==> src/rtl/assert_macros.svh <==
// assertion macros used by mpqa_core
// every macro samples on aclk and is held off while aresetn is low
`ifndef ASSERT_MACROS_SVH
`define ASSERT_MACROS_SVH

// plain property that must hold at every edge out of reset
`define MPQA_ASSERT(lbl, prop, msg) \
    lbl: assert property (@(posedge aclk) disable iff (!aresetn) (prop)) else $error(msg);

// same-cycle implication
`define MPQA_ASSERT_IMP(lbl, pre, post, msg) \
    lbl: assert property (@(posedge aclk) disable iff (!aresetn) (pre) |-> (post)) \
        else $error(msg);

// next-cycle implication
`define MPQA_ASSERT_NXT(lbl, pre, post, msg) \
    lbl: assert property (@(posedge aclk) disable iff (!aresetn) (pre) |=> (post)) \
        else $error(msg);

`endif

==> src/rtl/mpqa_pkg.sv <==
// shared types and constants for the min priority queue block
// no dependencies
package mpqa_pkg;

    localparam int CAPACITY = 16;
    localparam int IDX_W    = $clog2(CAPACITY);
    localparam int CNT_W    = $clog2(CAPACITY + 1);
    localparam int VAL_W    = 32;
    localparam int OCC_W    = 5;
    localparam int STAT_W   = 2;

    localparam int IN_TDATA_W  = ((VAL_W + 7) / 8) * 8;
    localparam int OUT_TDATA_W = ((VAL_W + OCC_W + 7) / 8) * 8;

    typedef enum logic [STAT_W-1:0] {
        STAT_ENQUEUED = 2'd0,
        STAT_DEQUEUED = 2'd1,
        STAT_EMPTY    = 2'd2,
        STAT_FULL     = 2'd3
    } status_t;

    typedef enum logic {
        OP_ENQUEUE = 1'b0,
        OP_DEQUEUE = 1'b1
    } opcode_t;

    typedef enum logic [1:0] {
        S_IDLE,
        S_SCAN,
        S_SHIFT,
        S_RESP
    } state_t;

    typedef struct packed {
        opcode_t                  opcode;
        logic signed [VAL_W-1:0]  item_value;
    } req_t;

    typedef struct packed {
        status_t                  status;
        logic signed [VAL_W-1:0]  out_value;
        logic [OCC_W-1:0]         occupancy;
    } res_t;

endpackage

==> src/rtl/mpqa_core.sv <==
// queue storage, sequencer and the shared compare unit
// depends on mpqa_pkg and assert_macros.svh
`include "assert_macros.svh"

module mpqa_core (
    input  logic           aclk,
    input  logic           aresetn,
    input  logic           req_valid,
    output logic           req_ready,
    input  mpqa_pkg::req_t req,
    output logic           res_valid,
    input  logic           res_ready,
    output mpqa_pkg::res_t res
);

    mpqa_pkg::state_t  state_reg, state_next;
    mpqa_pkg::status_t status_reg, status_next;

    logic [mpqa_pkg::CNT_W-1:0]        count_reg, count_next;
    logic [mpqa_pkg::IDX_W-1:0]        idx_reg, idx_next;
    logic [mpqa_pkg::IDX_W-1:0]        pick_reg, pick_next;
    logic signed [mpqa_pkg::VAL_W-1:0] best_reg, best_next;
    logic signed [mpqa_pkg::VAL_W-1:0] rdata_reg;

    logic signed [mpqa_pkg::VAL_W-1:0] mem [mpqa_pkg::CAPACITY];

    logic [mpqa_pkg::IDX_W-1:0]        rd_addr;
    logic                              wr_en;
    logic [mpqa_pkg::IDX_W-1:0]        wr_addr;
    logic signed [mpqa_pkg::VAL_W-1:0] wr_data;

    logic [mpqa_pkg::CNT_W-1:0]        count_m1;
    logic [mpqa_pkg::CNT_W-1:0]        idx_ext;
    logic                              is_full;
    logic                              is_empty;
    logic                              accept;
    logic                              scan_take;
    logic                              scan_last;
    logic [mpqa_pkg::IDX_W-1:0]        final_pick;
    logic signed [mpqa_pkg::VAL_W-1:0] final_best;
    logic                              pick_is_last;
    logic                              shift_last;

    assign count_m1     = count_reg - mpqa_pkg::CNT_W'(1);
    assign idx_ext      = mpqa_pkg::CNT_W'(idx_reg);
    assign is_full      = (count_reg == mpqa_pkg::CNT_W'(mpqa_pkg::CAPACITY));
    assign is_empty     = (count_reg == '0);
    assign req_ready    = (state_reg == mpqa_pkg::S_IDLE);
    assign accept       = req_valid && req_ready;

    // the one comparator: first entry always taken, later ones only if strictly smaller
    assign scan_take    = (idx_reg == '0) || (rdata_reg < best_reg);
    assign scan_last    = (idx_ext == count_m1);
    assign final_pick   = scan_take ? idx_reg : pick_reg;
    assign final_best   = scan_take ? rdata_reg : best_reg;
    assign pick_is_last = (mpqa_pkg::CNT_W'(final_pick) == count_m1);
    assign shift_last   = ((idx_ext + mpqa_pkg::CNT_W'(1)) == count_m1);

    assign res_valid     = (state_reg == mpqa_pkg::S_RESP);
    assign res.status    = status_reg;
    assign res.out_value = best_reg;
    assign res.occupancy = mpqa_pkg::OCC_W'(count_reg);

    // next state
    always_comb begin
        state_next = state_reg;
        case (state_reg)
            mpqa_pkg::S_IDLE: begin
                if (accept) begin
                    if (req.opcode == mpqa_pkg::OP_ENQUEUE || is_empty) begin
                        state_next = mpqa_pkg::S_RESP;
                    end else begin
                        state_next = mpqa_pkg::S_SCAN;
                    end
                end
            end
            mpqa_pkg::S_SCAN: begin
                if (scan_last) begin
                    state_next = pick_is_last ? mpqa_pkg::S_RESP : mpqa_pkg::S_SHIFT;
                end
            end
            mpqa_pkg::S_SHIFT: begin
                if (shift_last) begin
                    state_next = mpqa_pkg::S_RESP;
                end
            end
            mpqa_pkg::S_RESP: begin
                if (res_ready) begin
                    state_next = mpqa_pkg::S_IDLE;
                end
            end
            default: state_next = mpqa_pkg::S_IDLE;
        endcase
    end

    // datapath and memory port control
    always_comb begin
        count_next  = count_reg;
        idx_next    = idx_reg;
        pick_next   = pick_reg;
        best_next   = best_reg;
        status_next = status_reg;
        rd_addr     = '0;
        wr_en       = 1'b0;
        wr_addr     = idx_reg;
        wr_data     = rdata_reg;
        case (state_reg)
            mpqa_pkg::S_IDLE: begin
                if (accept) begin
                    best_next = '0;
                    if (req.opcode == mpqa_pkg::OP_ENQUEUE) begin
                        if (is_full) begin
                            status_next = mpqa_pkg::STAT_FULL;
                        end else begin
                            wr_en       = 1'b1;
                            wr_addr     = count_reg[mpqa_pkg::IDX_W-1:0];
                            wr_data     = req.item_value;
                            count_next  = count_reg + mpqa_pkg::CNT_W'(1);
                            status_next = mpqa_pkg::STAT_ENQUEUED;
                        end
                    end else if (is_empty) begin
                        status_next = mpqa_pkg::STAT_EMPTY;
                    end else begin
                        status_next = mpqa_pkg::STAT_DEQUEUED;
                        rd_addr     = '0;
                        idx_next    = '0;
                        pick_next   = '0;
                    end
                end
            end
            mpqa_pkg::S_SCAN: begin
                best_next = final_best;
                pick_next = final_pick;
                if (scan_last) begin
                    if (pick_is_last) begin
                        count_next = count_m1;
                    end else begin
                        // prime the shift with the entry just above the winner
                        rd_addr  = final_pick + mpqa_pkg::IDX_W'(1);
                        idx_next = final_pick;
                    end
                end else begin
                    rd_addr  = idx_reg + mpqa_pkg::IDX_W'(1);
                    idx_next = idx_reg + mpqa_pkg::IDX_W'(1);
                end
            end
            mpqa_pkg::S_SHIFT: begin
                wr_en   = 1'b1;
                wr_addr = idx_reg;
                wr_data = rdata_reg;
                if (shift_last) begin
                    count_next = count_m1;
                end else begin
                    rd_addr  = idx_reg + mpqa_pkg::IDX_W'(2);
                    idx_next = idx_reg + mpqa_pkg::IDX_W'(1);
                end
            end
            mpqa_pkg::S_RESP: begin
            end
            default: begin
            end
        endcase
    end

    always_ff @(posedge aclk) begin
        if (wr_en) begin
            mem[wr_addr] <= wr_data;
        end
        rdata_reg <= mem[rd_addr];
    end

    always_ff @(posedge aclk) begin
        if (!aresetn) begin
            state_reg <= mpqa_pkg::S_IDLE;
            count_reg <= '0;
        end else begin
            state_reg <= state_next;
            count_reg <= count_next;
        end
    end

    always_ff @(posedge aclk) begin
        idx_reg    <= idx_next;
        pick_reg   <= pick_next;
        best_reg   <= best_next;
        status_reg <= status_next;
    end

    `MPQA_ASSERT(a_count_bound, count_reg <= mpqa_pkg::CNT_W'(mpqa_pkg::CAPACITY), "count above capacity")
    `MPQA_ASSERT_IMP(a_idx_in_range, state_reg == mpqa_pkg::S_SCAN || state_reg == mpqa_pkg::S_SHIFT, idx_ext < count_reg, "walk index beyond held entries")
    `MPQA_ASSERT_NXT(a_enq_grows, accept && req.opcode == mpqa_pkg::OP_ENQUEUE && !is_full, count_reg == $past(count_reg) + mpqa_pkg::CNT_W'(1), "enqueue did not grow count")
    `MPQA_ASSERT_IMP(a_empty_clean, res_valid && status_reg == mpqa_pkg::STAT_EMPTY, best_reg == '0 && count_reg == '0, "empty result not clean")

endmodule

==> src/rtl/min_priority_queue_array_top.sv <==
// top level of the min priority queue: stream ports and result register
// depends on mpqa_pkg and mpqa_core
// Min priority queue over a fixed 16-entry store kept in arrival order. Every
// request gives one result. An enqueue writes the store when it is accepted and
// then passes through the response state to the result register. A dequeue
// reads the store once per cycle through its single read port, first comparing
// every held entry against the running minimum, then moving each later entry
// down one place. Dequeue on an empty queue and enqueue on a full one leave the
// store unchanged and return a status with a zero out_value.
// No new request is taken while one is in progress; a finished result may wait
// in the output register while the next request is already being worked on.
module min_priority_queue_array_top (
    input  logic                                 aclk,
    input  logic                                 aresetn,
    input  logic                                 s_tvalid,
    output logic                                 s_tready,
    input  logic [mpqa_pkg::IN_TDATA_W-1:0]      s_tdata,   // item_value
    input  logic                                 s_tuser,   // opcode
    output logic                                 m_tvalid,
    input  logic                                 m_tready,
    output logic [mpqa_pkg::OUT_TDATA_W-1:0]     m_tdata,   // out_value, occupancy, zero pad
    output logic [mpqa_pkg::STAT_W-1:0]          m_tuser    // status
);

    mpqa_pkg::req_t req;
    mpqa_pkg::res_t res;
    logic           res_valid;
    logic           res_ready;

    logic                                m_tvalid_reg, m_tvalid_next;
    logic [mpqa_pkg::OUT_TDATA_W-1:0]    m_tdata_reg, m_tdata_next;
    logic [mpqa_pkg::STAT_W-1:0]         m_tuser_reg, m_tuser_next;

    assign req.opcode     = mpqa_pkg::opcode_t'(s_tuser);
    assign req.item_value = s_tdata[mpqa_pkg::VAL_W-1:0];

    mpqa_core u_core (
        .aclk      (aclk),
        .aresetn   (aresetn),
        .req_valid (s_tvalid),
        .req_ready (s_tready),
        .req       (req),
        .res_valid (res_valid),
        .res_ready (res_ready),
        .res       (res)
    );

    // output register takes a new result once the old one has gone
    assign res_ready = !m_tvalid_reg || m_tready;

    always_comb begin
        m_tvalid_next = m_tvalid_reg;
        m_tdata_next  = m_tdata_reg;
        m_tuser_next  = m_tuser_reg;
        if (res_valid && res_ready) begin
            m_tvalid_next = 1'b1;
            m_tdata_next  = mpqa_pkg::OUT_TDATA_W'({res.occupancy, res.out_value});
            m_tuser_next  = res.status;
        end else if (m_tready) begin
            m_tvalid_next = 1'b0;
        end
    end

    always_ff @(posedge aclk) begin
        if (!aresetn) begin
            m_tvalid_reg <= 1'b0;
        end else begin
            m_tvalid_reg <= m_tvalid_next;
        end
    end

    always_ff @(posedge aclk) begin
        m_tdata_reg <= m_tdata_next;
        m_tuser_reg <= m_tuser_next;
    end

    assign m_tvalid = m_tvalid_reg;
    assign m_tdata  = m_tdata_reg;
    assign m_tuser  = m_tuser_reg;

endmodule

==> config.mk <==
export PLATFORM = sky130hd
export DESIGN_NAME = min_priority_queue_array_top
export DESIGN_NICKNAME = d
export VERILOG_FILES = /design/src/rtl/mpqa_pkg.sv /design/src/rtl/mpqa_core.sv /design/src/rtl/min_priority_queue_array_top.sv
export VERILOG_INCLUDE_DIRS = /design/src /design/src/rtl
export SDC_FILE = /design/constraint.sdc
export NUM_CORES = 1
export LEC_CHECK = 0
export ABC_AREA = 1
export BUFFER_PORTS_ARGS = -buffer_cell sky130_fd_sc_hd__buf_2
export CORE_MARGIN = 4
export CORE_UTILIZATION = 35
export CTS_CLUSTER_SIZE = 28
export DETAILED_ROUTE_END_ITERATION = 8
export PLACE_DENSITY = 0.47
export SYNTH_ARGS = -nofsm -noshare
export SYNTH_HDL_FRONTEND = slang
export SYNTH_SLANG_ARGS = --single-unit
==> constraint.sdc <==
create_clock -name aclk -period 7.92 [get_ports aclk]
set_input_delay 1.98 -clock aclk [delete_from_list [all_inputs] [get_ports aclk]]
set_output_delay 1.98 -clock aclk [all_outputs]
set_load 0.005 [all_outputs]
* Yosys cells after proc, flatten, opt, wreduce, memory -nomap -nowiden
Memory sizes are Yosys's and may differ from the RTL's. A register that Yosys moved wholly into a read port is not among the register bits.
Index checks and enable logic that the tools add are counted.
** Cells by class
- Add/subtract/negate cells :: 6
- Order comparisons :: 1
- Equality and inequality tests :: 19
- Multiplexer cells :: 49
- Bitwise gates (word level) :: 1
- Reductions and logical operators :: 18
** Operators by type and width (number)
- 2-to-1 mux 32 bit :: 6
- case mux 32 bit (2 select lines) :: 1
- 2-to-1 mux 4 bit :: 14
- < comparator 32 bit :: 1
- 2-to-1 mux 5 bit :: 6
- 2-to-1 mux 2 bit :: 8
- case mux 4 bit (2 select lines) :: 2
- case mux 5 bit (3 select lines) :: 1
- inequality test 2 bit (second input constant) :: 6
- case mux 4 bit (3 select lines) :: 1
- == test 4 x 5 -> 1 bit :: 2
- inequality test 2 x 1 -> 1 bit (second input constant) :: 5
- adder 4 x 1 -> 4 bit (second input constant) :: 2
- 2-to-1 mux 1 bit :: 8
- case mux 2 bit (4 select lines) :: 1
- AND reduction 4 bit :: 2
- AND reduction 7 bit :: 1
- AND reduction 6 bit :: 1
- adder 4 x 1 -> 5 bit (second input constant) :: 1
- adder 5 x 1 -> 5 bit (second input constant) :: 1
- == test 5 bit :: 1
- == test 5 bit (second input constant) :: 1
- zero test 5 bit :: 1
- subtractor 5 x 1 -> 5 bit (second input constant) :: 1
- other kinds (15) :: 20
** Word-level totals
- Register bits :: 89
- Memory bits (writable) :: 512
- Input bits :: 37
- Output and inout bits :: 44
- Logic and storage cells :: 104
- Memories kept :: 1
** Memories
- u_core.mem :: words 16, width 32, rd ports 1, clocked after Yosys merged registers in 1, write ports 1, line mpqa_core.sv:25 : logic signed [mpqa_pkg::VAL_W-1:0] mem [mpqa_pkg::CAPACITY];

* Logic depth before layout (Yosys ltp)
Gate-level depths: netlist of the first run.
- Depth in word-level cells :: 7
- Mapped depth :: 33
- Depth with buffers taken out :: 31

* Cells and area by module
A second synthesis of the first run with hierarchy kept.
** Second synthesis, totals
- Cells, all modules :: 2648
- Area, all modules :: 28547.4 sq um
** By module, submodules not included
- mpqa_core :: instances 1, cells each 2598, area each 27298.7 sq um, seq. area each 17416.7 sq um
- min_priority_queue_array_top :: instances 1, cells each 50, area each 1248.7 sq um, seq. area each 1191.1 sq um

* Worst setup path after synthesis of the first run
No wires, ideal clock.
- Path type :: input -> register
- Start :: input s_tvalid
- End :: memory u_core.mem[0][0] (netlist name) (enable)
- Setup time :: 0.421 ns
- Arrival time :: 4.355 ns
- Data required time :: 7.499 ns
- Path slack :: 3.144 ns
- Stages :: 7
- Path buffers :: 1
- Cells stage by stage :: nand2_1 inv_1 nand3_1 clkbuf_1 o21ai_0 nand3_1 nor2_1
** Between the ends
- Word-level cells in the longest chain between the ends :: 5
- Elaborated cells on any way between the ends :: 7
- Those cells by class :: mux: 6; reduce/logical: 1
** Ends and longest elaborated chain
- start, declared :: line min_priority_queue_array_top.sv:15 : input logic s_tvalid,
- logical AND 1 bit * :: line mpqa_core.sv:49 : assign accept = req_valid && req_ready;
- 2-to-1 mux 1 bit :: line mpqa_core.sv:109 : if (accept) begin
- case mux 1 bit (2 select lines) :: line mpqa_core.sv:107 : case (state_reg)
- 2-to-1 mux 1 bit :: line mpqa_core.sv:166 : if (wr_en) begin
- 2-to-1 mux 1 bit (implied by the code) :: line mpqa_core.sv:167 : mem[wr_addr] <= wr_data;
- end, declared :: line mpqa_core.sv:25
Every way passes the cells marked *; elsewhere a longest branch is shown, timed or not.

* Worst setup path in the final report of the first run
- Start :: register u_core.rdata_reg[11] (netlist name), read port of u_core.mem
- End :: register u_core.rdata_reg[15] (netlist name), read port of u_core.mem
** Between the ends
- Word-level cells in the longest chain between the ends :: 7
- Elaborated cells on any way between the ends :: 8
- Those cells by class :: add/sub: 1; order compare: 1; eq/ne: 1; mux: 4; reduce/logical: 1
** Ends and longest elaborated chain
- start, declared :: line mpqa_core.sv:23 : logic signed [mpqa_pkg::VAL_W-1:0] rdata_reg;
- < comparator 32 bit * :: line mpqa_core.sv:52 : assign scan_take = (idx_reg == '0) || (rdata_reg < best_reg);
- logical OR 1 bit * :: line mpqa_core.sv:52
- 2-to-1 mux 4 bit * :: line mpqa_core.sv:54 : assign final_pick = scan_take ? idx_reg : pick_reg;
- named net u_core.final_pick (one bit) :: line mpqa_core.sv:39 : logic [mpqa_pkg::IDX_W-1:0] final_pick;
- adder 4 x 1 -> 4 bit / == test 4 x 5 -> 1 bit (equally long branches) :: line mpqa_core.sv:139, mpqa_core.sv:56
- 2-to-1 mux 4 bit * :: line mpqa_core.sv:135 : if (pick_is_last) begin
- 2-to-1 mux 4 bit * :: line mpqa_core.sv:134 : if (scan_last) begin
- case mux 4 bit (2 select lines) * :: line mpqa_core.sv:107
Mark *: on every way through the listed nets, which the timed path passes. The rest lies on a longest branch.
A chain may end at the register's enable or synchronous reset.

==> flow_metrics.py, run 1 <==
metrics = {
    "logic_synthesis": {
        "synth_ff_type": "edfxtp_1",
        "synthMuxAreaShare_pct": 1.217,
        "syn_inst": 2629,
        "synth_fa_ha_area_share_pct": 1.832,
        "synth_top_family_by_area": "simple AND/OR/NAND/NOR gates",
        "ys_seq_area_share_pct": 64.88,
        "synth_cell_type_count": 40,
        "async_flop_share_pct": 0,
        "syn_area_um2": 28680,
        "synth_area_leaders": "edfxtp_1 62%, nand3_1 11%, inv_1 6.0%, nand2_1 4.6%, nand3b_1 4.2%",
        "ys.warnings.count": 0,
        "synth-xor-area-share_pct": 0.3664,
        "synth_compound_area_share_pct": 1.309,
        "syn_avg_cell_area_um2": 10.91,
        "yosysTopAreaCell": "edfxtp_1",
        "synth-seq-cells": 633,
        "yosys.area_share.simple_pct": 21.21,
        "synth_top_area_share_pct": 62.09,
        "synth-edff-count": 593,
    },
    "power_and_ir_drop": {
        "p_per_area_nw_per_um2": 389.6,
        "switching_share_pct": 38.85,
        "power_switching_w": 0.004887,
        "fin_total_pwr_w": 0.01258,
        "max-vdd-ir-drop_uv": 225.9,
        "power_frac_comb_pct": 34.5,
        "p_leak_nw": 13.02,
        "p_int_w": 0.007692,
        "seqPwrFrac_pct": 39.9,
        "clkPwrFrac_pct": 25.6,
    },
    "sta": {
        "setup_ws_ns": 2.067,
        "slew_headroom_pct": 11.85,
        "worstMarginPinSlew_ns": 1.319,
        "period_share_pct": 73.90,
        "finalCriticalPeriod_ns": 5.853,
        "fin_worst_skew_ns": 0.02665,
        "finalHoldViolations": 0,
        "final.setup.tns_ns": 0,
        "drv_slew": 0,
        "setup_viol": 0,
        "timing.fmax_mhz": 170.9,
        "rsz0062_at_grt": "no",
    },
    "floorplanning": {
        "io_pins": 81,
        "fp.dieH_um": 294.3,
        "start_util_pct": 35.44,
        "core.rowCount": 104,
        "core-area_um2": 80940,
        "die_x_um": 294.3,
        "die-area_um2": 86590,
    },
    "cts": {
        "insertion_delay_ns": 0.60,
        "cts_hold_buf": 0,
        "cts_setup_buffers": 0,
        "clockBufferDepth": 3,
        "cts_max_level": 3,
        "clkTransAtPathRegs_ns": 0.06,
        "cts_tree": "yes",
        "cts_resized": 0,
        "clock-sinks": 633,
        "cts_buffers": 69,
        "cts_root_buffer": "clkbuf_16",
    },
    "routing": {
        "drt_iter0_drc": 1579,
        "dr_wl_met3_um": 4181,
        "routed_wl_um": 82320,
        "m1WireLength_um": 38460,
        "vias": 19280,
        "first_pass_iters": 6,
        "remaining_drc_errors": 0,
        "viasPerCell": 5.105,
        "wl_met2_um": 37810,
        "routedWlPerCell_um": 21.80,
        "top_layer": "met4",
        "ant_nets": 0,
    },
    "grt": {
        "grt.total_usage_pct": 18.77,
        "grt_max_degree": 101,
        "first_global_vias": 18470,
        "grt_overflow": 0,
        "grt_pass1_wl_um": 121700,
        "antenna_found_initial": 0,
    },
    "setup_path": {
        "required_ns": 8.38,
        "cpMaxStageDelayCell": "nand2_4",
        "crit_family": "simple AND/OR/NAND/NOR gates",
        "critPathBufInv": 1,
        "crit_chain": "ha_1 -> a21oi_1 -> a31oi_1 -> nor2_1 -> nand2_1 -> nand2_2 -> nand2_2 -> nand2_4 -> nand4_1 -> nand2_1 -> nand2_1 -> a21oi_2 -> nand2_2 -> nand2_1 -> nand2_1 -> nand2_2 -> nand2_8 -> nand2_4 -> buf_12 -> nand2_1 -> nand3_1 -> nand3_1 -> nand3_1 -> nand2_1",
        "start_kind": "register",
        "worstSetupPathType": "register to register",
        "cp_data_arrival_time_ns": 6.31,
        "cp_common_cell": "nand2_1",
        "cp_max_fo": 100,
        "crit_path_max_incr_delay_ns": 0.97,
        "cp-end-kind": "register",
    },
    "layout": {
        "drive_gt1_share_pct": 11.08,
        "nets": 2742,
        "antenna_cells": 0,
        "synthToLayoutAreaGrowth_pct": 12.57,
        "largest_reg_flops": 512,
    },
    "place": {
        "pre_cts_ws_ns": 2.056,
        "gp_congestion": 0.8563,
        "portBuffers": 77,
        "dp_hpwl_um": 44970,
    },
    "worst_hold_path": {
        "holdCritPathClass": "register to register",
    },
    "flow_run": {
        "maxCapViolCount": 0,
    },
    "outcome": {
        "outcome": "finished, final reports clean",
    },
}
## worst register-to-register path, cell delays in order (launching register included)
cell	delay, ns
dfxtp_1	0.53
ha_1	0.33
a21oi_1	0.25
a31oi_1	0.13
nor2_1	0.09
nand2_1	0.13
nand2_2	0.12
nand2_2	0.08
nand2_4	0.11
nand4_1	0.15
nand2_1	0.21
nand2_1	0.09
a21oi_2	0.20
nand2_2	0.11
nand2_1	0.07
nand2_1	0.05
nand2_2	0.53
nand2_8	0.59
nand2_4	1.03
buf_12	0.43
nand2_1	0.10
nand3_1	0.08
nand3_1	0.09
nand3_1	0.11
nand2_1	0.11
## power groups by stage
stage	Sequential, W	Combinational [W]	Clock (W)
2_1_floorplan	0.00489	0.00304	0
3_3_place_gp	0.00508	0.00430	0
3_5_place_dp	0.00509	0.00435	0
4_1_cts	0.00502	0.00437	0.00329
5_1_grt	0.00507	0.00483	0.00343
6_report	0.00502	0.00434	0.00322
## cell families (layout without fill, tap and decap cells)
kind of cell	Yosys count	after routing
AOI/OAI and AO/OA	67	67
other	1	3
adders and majority gates	42	42
DFF	633	633
muxes	31	31
buffers and inverters	622	707
and+or+nand+nor	1221	1221
xor gates and xnor gates	12	12
## layout by cell type (no fill, tap or decap), drive strengths merged
master / synthesis / final
buf: 119 / 116
conb: 1 / 3
a21oi: 32 / 32
edfxtp: 593 / 593
inv: 464 / 466
xnor2: 3 / 3
or2: 2 / 2
nand3b: 161 / 161
bufinv: 0 / 4
nand4: 9 / 9
clkbuf: 36 / 96
o21a: 2 / 2
a211oi: 1 / 1
o211ai: 1 / 1
ha: 42 / 42
dfxtp: 40 / 40
xor2: 9 / 9
o2111ai: 1 / 1
a2111oi: 1 / 1
o21ai: 22 / 22
nor2: 45 / 45
clkinvlp: 0 / 2
mux2: 31 / 31
nand2: 366 / 366
clkinv: 3 / 23
nor3b: 2 / 2
nor3: 2 / 2
a31oi: 4 / 4
nand3: 634 / 634
o22ai: 3 / 3
## path summary, 6_finish.rpt
path,start,slack [ns],to,cells past startpoint
max,u_core.rdata_reg[11],2.07,u_core.rdata_reg[15],24
min reg2reg,u_core.status_reg[0],0.44,m_tuser[0],0
min,u_core.status_reg[0],0.44,m_tuser[0],0
max reg2reg,u_core.rdata_reg[11],2.07,u_core.rdata_reg[15],24
## synthesized netlist by cell type, drive strengths merged (9+ instances only)
master  count
nand3     634
edfxtp    593
inv       464
nand2     366
nand3b    161
buf       119
nor2       45
ha         42
dfxtp      40
clkbuf     36
a21oi      32
mux2       31
o21ai      22
nand4       9
xor2        9
## per-stage QoR
step,hold WS [ns],cells,instance area (µm²),util (%)
floorplan,0.4003,2631,28690,-
global placement,0.4138,3652,30030,37.10
detailed placement,0.4230,3652,30030,37.10
CTS,0.4373,3776,32290,39.89
global route,0.4490,3776,32290,39.89
finish,0.4383,3776,32290,39.89
## metal layers
layer,global-route usage (%),vias to the layer above
met1,26.81,9606
met3,2.434,121
li1,-,8986
met4,5.464,0
met2,30.13,564
met5,0,-
## cell type report
cell class              instances  area (µm²)
inverters                     467        1753
multi-input cells            1376        7649
fillers                      7829       48650
clock inverters                28       270.3
well taps                    1060        1326
repair buffers                116       690.7
clock buffers                  96        1991
flip-flops and latches        633       18610
Note: power is estimated with default switching activity, not from simulation.
==> run 2: changes to the inputs <==
==> constraint.sdc (replaced) <==
create_clock -name aclk -period 5.9 [get_ports aclk]
set_input_delay 1.475 -clock aclk [delete_from_list [all_inputs] [get_ports aclk]]
set_output_delay 1.475 -clock aclk [all_outputs]
set_load 0.005 [all_outputs]
==> run 2 against run 1 <==
  * Design area grew 0.60%
  * Clock power grew 32%
  * Largest power group unchanged
  * Non-clock buffer count grew 8
  * Largest cell class unchanged
  * Clock skew shrank 0.0080 ns
  * Final cell count grew 0.29%
  * Utilization grew 0.24 points
  * Critical path type unchanged
  * Routed wire length shrank 0.19%
==> flow_metrics.py, run 2 (synthesis results as in run 1) <==
metrics = {
    "outcome": {
        "outcome": "finished, final reports clean",
    },
    "layout": {
        "largest_reg_flops": 512,
        "fill_cells": 7865,
        "finalNonFillerCells": 3787,
        "nets": 2752,
        "final_cell_mix": "632 x nand3_1, 593 x edfxtp_1, 457 x inv_1",
        "synthToLayoutAreaGrowth_pct": 13.25,
        "layout_commonest_cell": "nand3_1",
        "antenna_cells": 0,
        "drive_gt1_share_pct": 11.00,
    },
    "cts": {
        "cts_setup_buffers": 0,
        "cts_resized": 0,
        "cts_max_level": 3,
        "clock-sinks": 633,
        "cts_root_buffer": "clkbuf_16",
        "cts_buffers": 71,
        "cts_tree": "yes",
        "cts_hold_buf": 0,
        "clockBufferDepth": 3,
        "insertion_delay_ns": 0.60,
        "clkTransAtPathRegs_ns": 0.06,
    },
    "setup_path": {
        "crit_start": "u_core.rdata_reg[17]",
        "worstSetupPathType": "register to register",
        "critPathBufInv": 1,
        "cp_data_arrival_time_ns": 5.38,
        "cp_common_cell": "nand2_1",
        "cp-end-kind": "register",
        "start_kind": "register",
        "r2r_start": "u_core.rdata_reg[17]",
        "crit_path_max_incr_delay_ns": 0.58,
        "cpMaxStageDelayCell": "nand2_4",
        "crit_chain": "ha_1 -> a21oi_1 -> o21ai_1 -> nand2_1 -> nand2_1 -> a21oi_2 -> nand2_2 -> nand2_4 -> nand4_1 -> nand2_1 -> nand2_1 -> a21oi_2 -> nand2_2 -> nand2_1 -> nand2_1 -> nand2_2 -> nand2_8 -> nand2_4 -> buf_12 -> nand2_1 -> nand3_1 -> nand3_1 -> nand3_1 -> nand2_1",
        "cp_max_fo": 89,
        "crit_family": "simple AND/OR/NAND/NOR gates",
        "required_ns": 6.32,
    },
    "power_and_ir_drop": {
        "max-vdd-ir-drop_uv": 434.8,
        "p_leak_nw": 13.08,
        "p_per_area_nw_per_um2": 520.5,
    },
    "floorplanning": {
        "io_pins": 81,
        "die-area_um2": 86590,
        "core.rowCount": 104,
        "fp.dieH_um": 294.3,
        "core-area_um2": 80940,
        "start_util_pct": 35.44,
        "die_x_um": 294.3,
    },
    "place": {
        "dp_hpwl_um": 43510,
        "portBuffers": 77,
        "dpl.cell_count": 3660,
        "gp_congestion": 0.8650,
    },
    "grt": {
        "grt_overflow": 0,
        "grt.total_usage_pct": 18.80,
        "first_global_vias": 18530,
        "grt_max_degree": 208,
        "antenna_found_initial": 0,
        "grt_pass1_wl_um": 122000,
    },
    "sta": {
        "timing.fmax_mhz": 201.4,
        "drv_slew": 0,
        "finalHoldViolations": 0,
        "worstMarginPinSlew_ns": 1.152,
        "fin_worst_skew_ns": 0.01870,
        "period_share_pct": 84.15,
        "finalCriticalPeriod_ns": 4.965,
        "slew_headroom_pct": 23.23,
        "final.setup.tns_ns": 0,
        "setup_viol": 0,
        "holdWs_ns": 0.4196,
        "rsz0062_at_grt": "no",
    },
    "routing": {
        "routed_wl_um": 82160,
        "drt_iter0_drc": 1499,
        "vias": 19100,
        "ant_nets": 0,
        "routedWlPerCell_um": 21.70,
        "viasPerCell": 5.044,
        "remaining_drc_errors": 0,
        "first_pass_iters": 6,
    },
    "worst_hold_path": {
        "holdCritPathClass": "register to register",
        "min_from": "u_core.status_reg[0]",
    },
    "flow_run": {
        "maxCapViolCount": 0,
    },
}
## run 2: changes by cell type in the layout (fill, tap and decap cells not counted), moves of 2 or more
cell / delta
buf_4: -6
buf_12: +14
clkinv_2: -2
clkbuf_16: +3
clkbuf_8: -7
clkbuf_1: +13
## run 2: worst paths after layout
path / cells after the start / slack (ns) / end
worst max-delay path: 24 / 0.94 / u_core.rdata_reg[15]
worst min register to register: 0 / 0.42 / m_tuser[0]
worst max register to register: 24 / 0.94 / u_core.rdata_reg[15]
worst min-delay path: 0 / 0.42 / m_tuser[0]
## run 2: metrics by stage
step	setup slack [ns]	area (µm²)	total power [W]	utilization, %
2_1_floorplan	1.629	28690	0.01064	-
3_3_place_gp	1.002	30260	0.01269	37.39
3_5_place_dp	0.9931	30260	0.01275	37.39
4_1_cts	0.9787	32480	0.01706	40.13
5_1_grt	0.6322	32480	0.01792	40.13
6_report	0.9352	32480	0.01691	40.13
## run 2: final cells by class
type                       count  area (µm²)  share of cell area (%)
clock buffer                 105        2018                   6.213
multi-input combinational   1376        7649                   23.55
timing repair buffer         124       925.9                   2.850
tap                         1060        1326                   4.083
inverter                     467        1753                   5.397
clock inverter                22       202.7                  0.6240
sequential                   633       18610                   57.29
## run 2: layer usage
metal | up-vias | share of wire (%) | track usage (%)
li1 | 9010 | - | -
met1 | 9414 | 45 | 26.10
met2 | 578 | 47 | 31.21
met3 | 101 | 5.5 | 2.509
met4 | 0 | 1.9 | 5.024
met5 | - | 0 | 0
## run 2: worst reg2reg max path, stage by stage (launching register included)
cell	delay [ns]
dfxtp_1	0.57
ha_1	0.34
a21oi_1	0.18
o21ai_1	0.08
nand2_1	0.06
nand2_1	0.08
a21oi_2	0.21
nand2_2	0.11
nand2_4	0.11
nand4_1	0.18
nand2_1	0.20
nand2_1	0.08
a21oi_2	0.17
nand2_2	0.11
nand2_1	0.08
nand2_1	0.06
nand2_2	0.12
nand2_8	0.27
nand2_4	0.60
buf_12	0.50
nand2_1	0.16
nand3_1	0.11
nand3_1	0.08
nand3_1	0.10
nand2_1	0.21
## run 2: report_power, final
part           switching, W  internal (W)  leakage, nW
sequential         0.000425       0.00628         5.72
combinational       0.00436       0.00158         6.28
clock               0.00176       0.00250         1.08
total               0.00654        0.0104         13.1
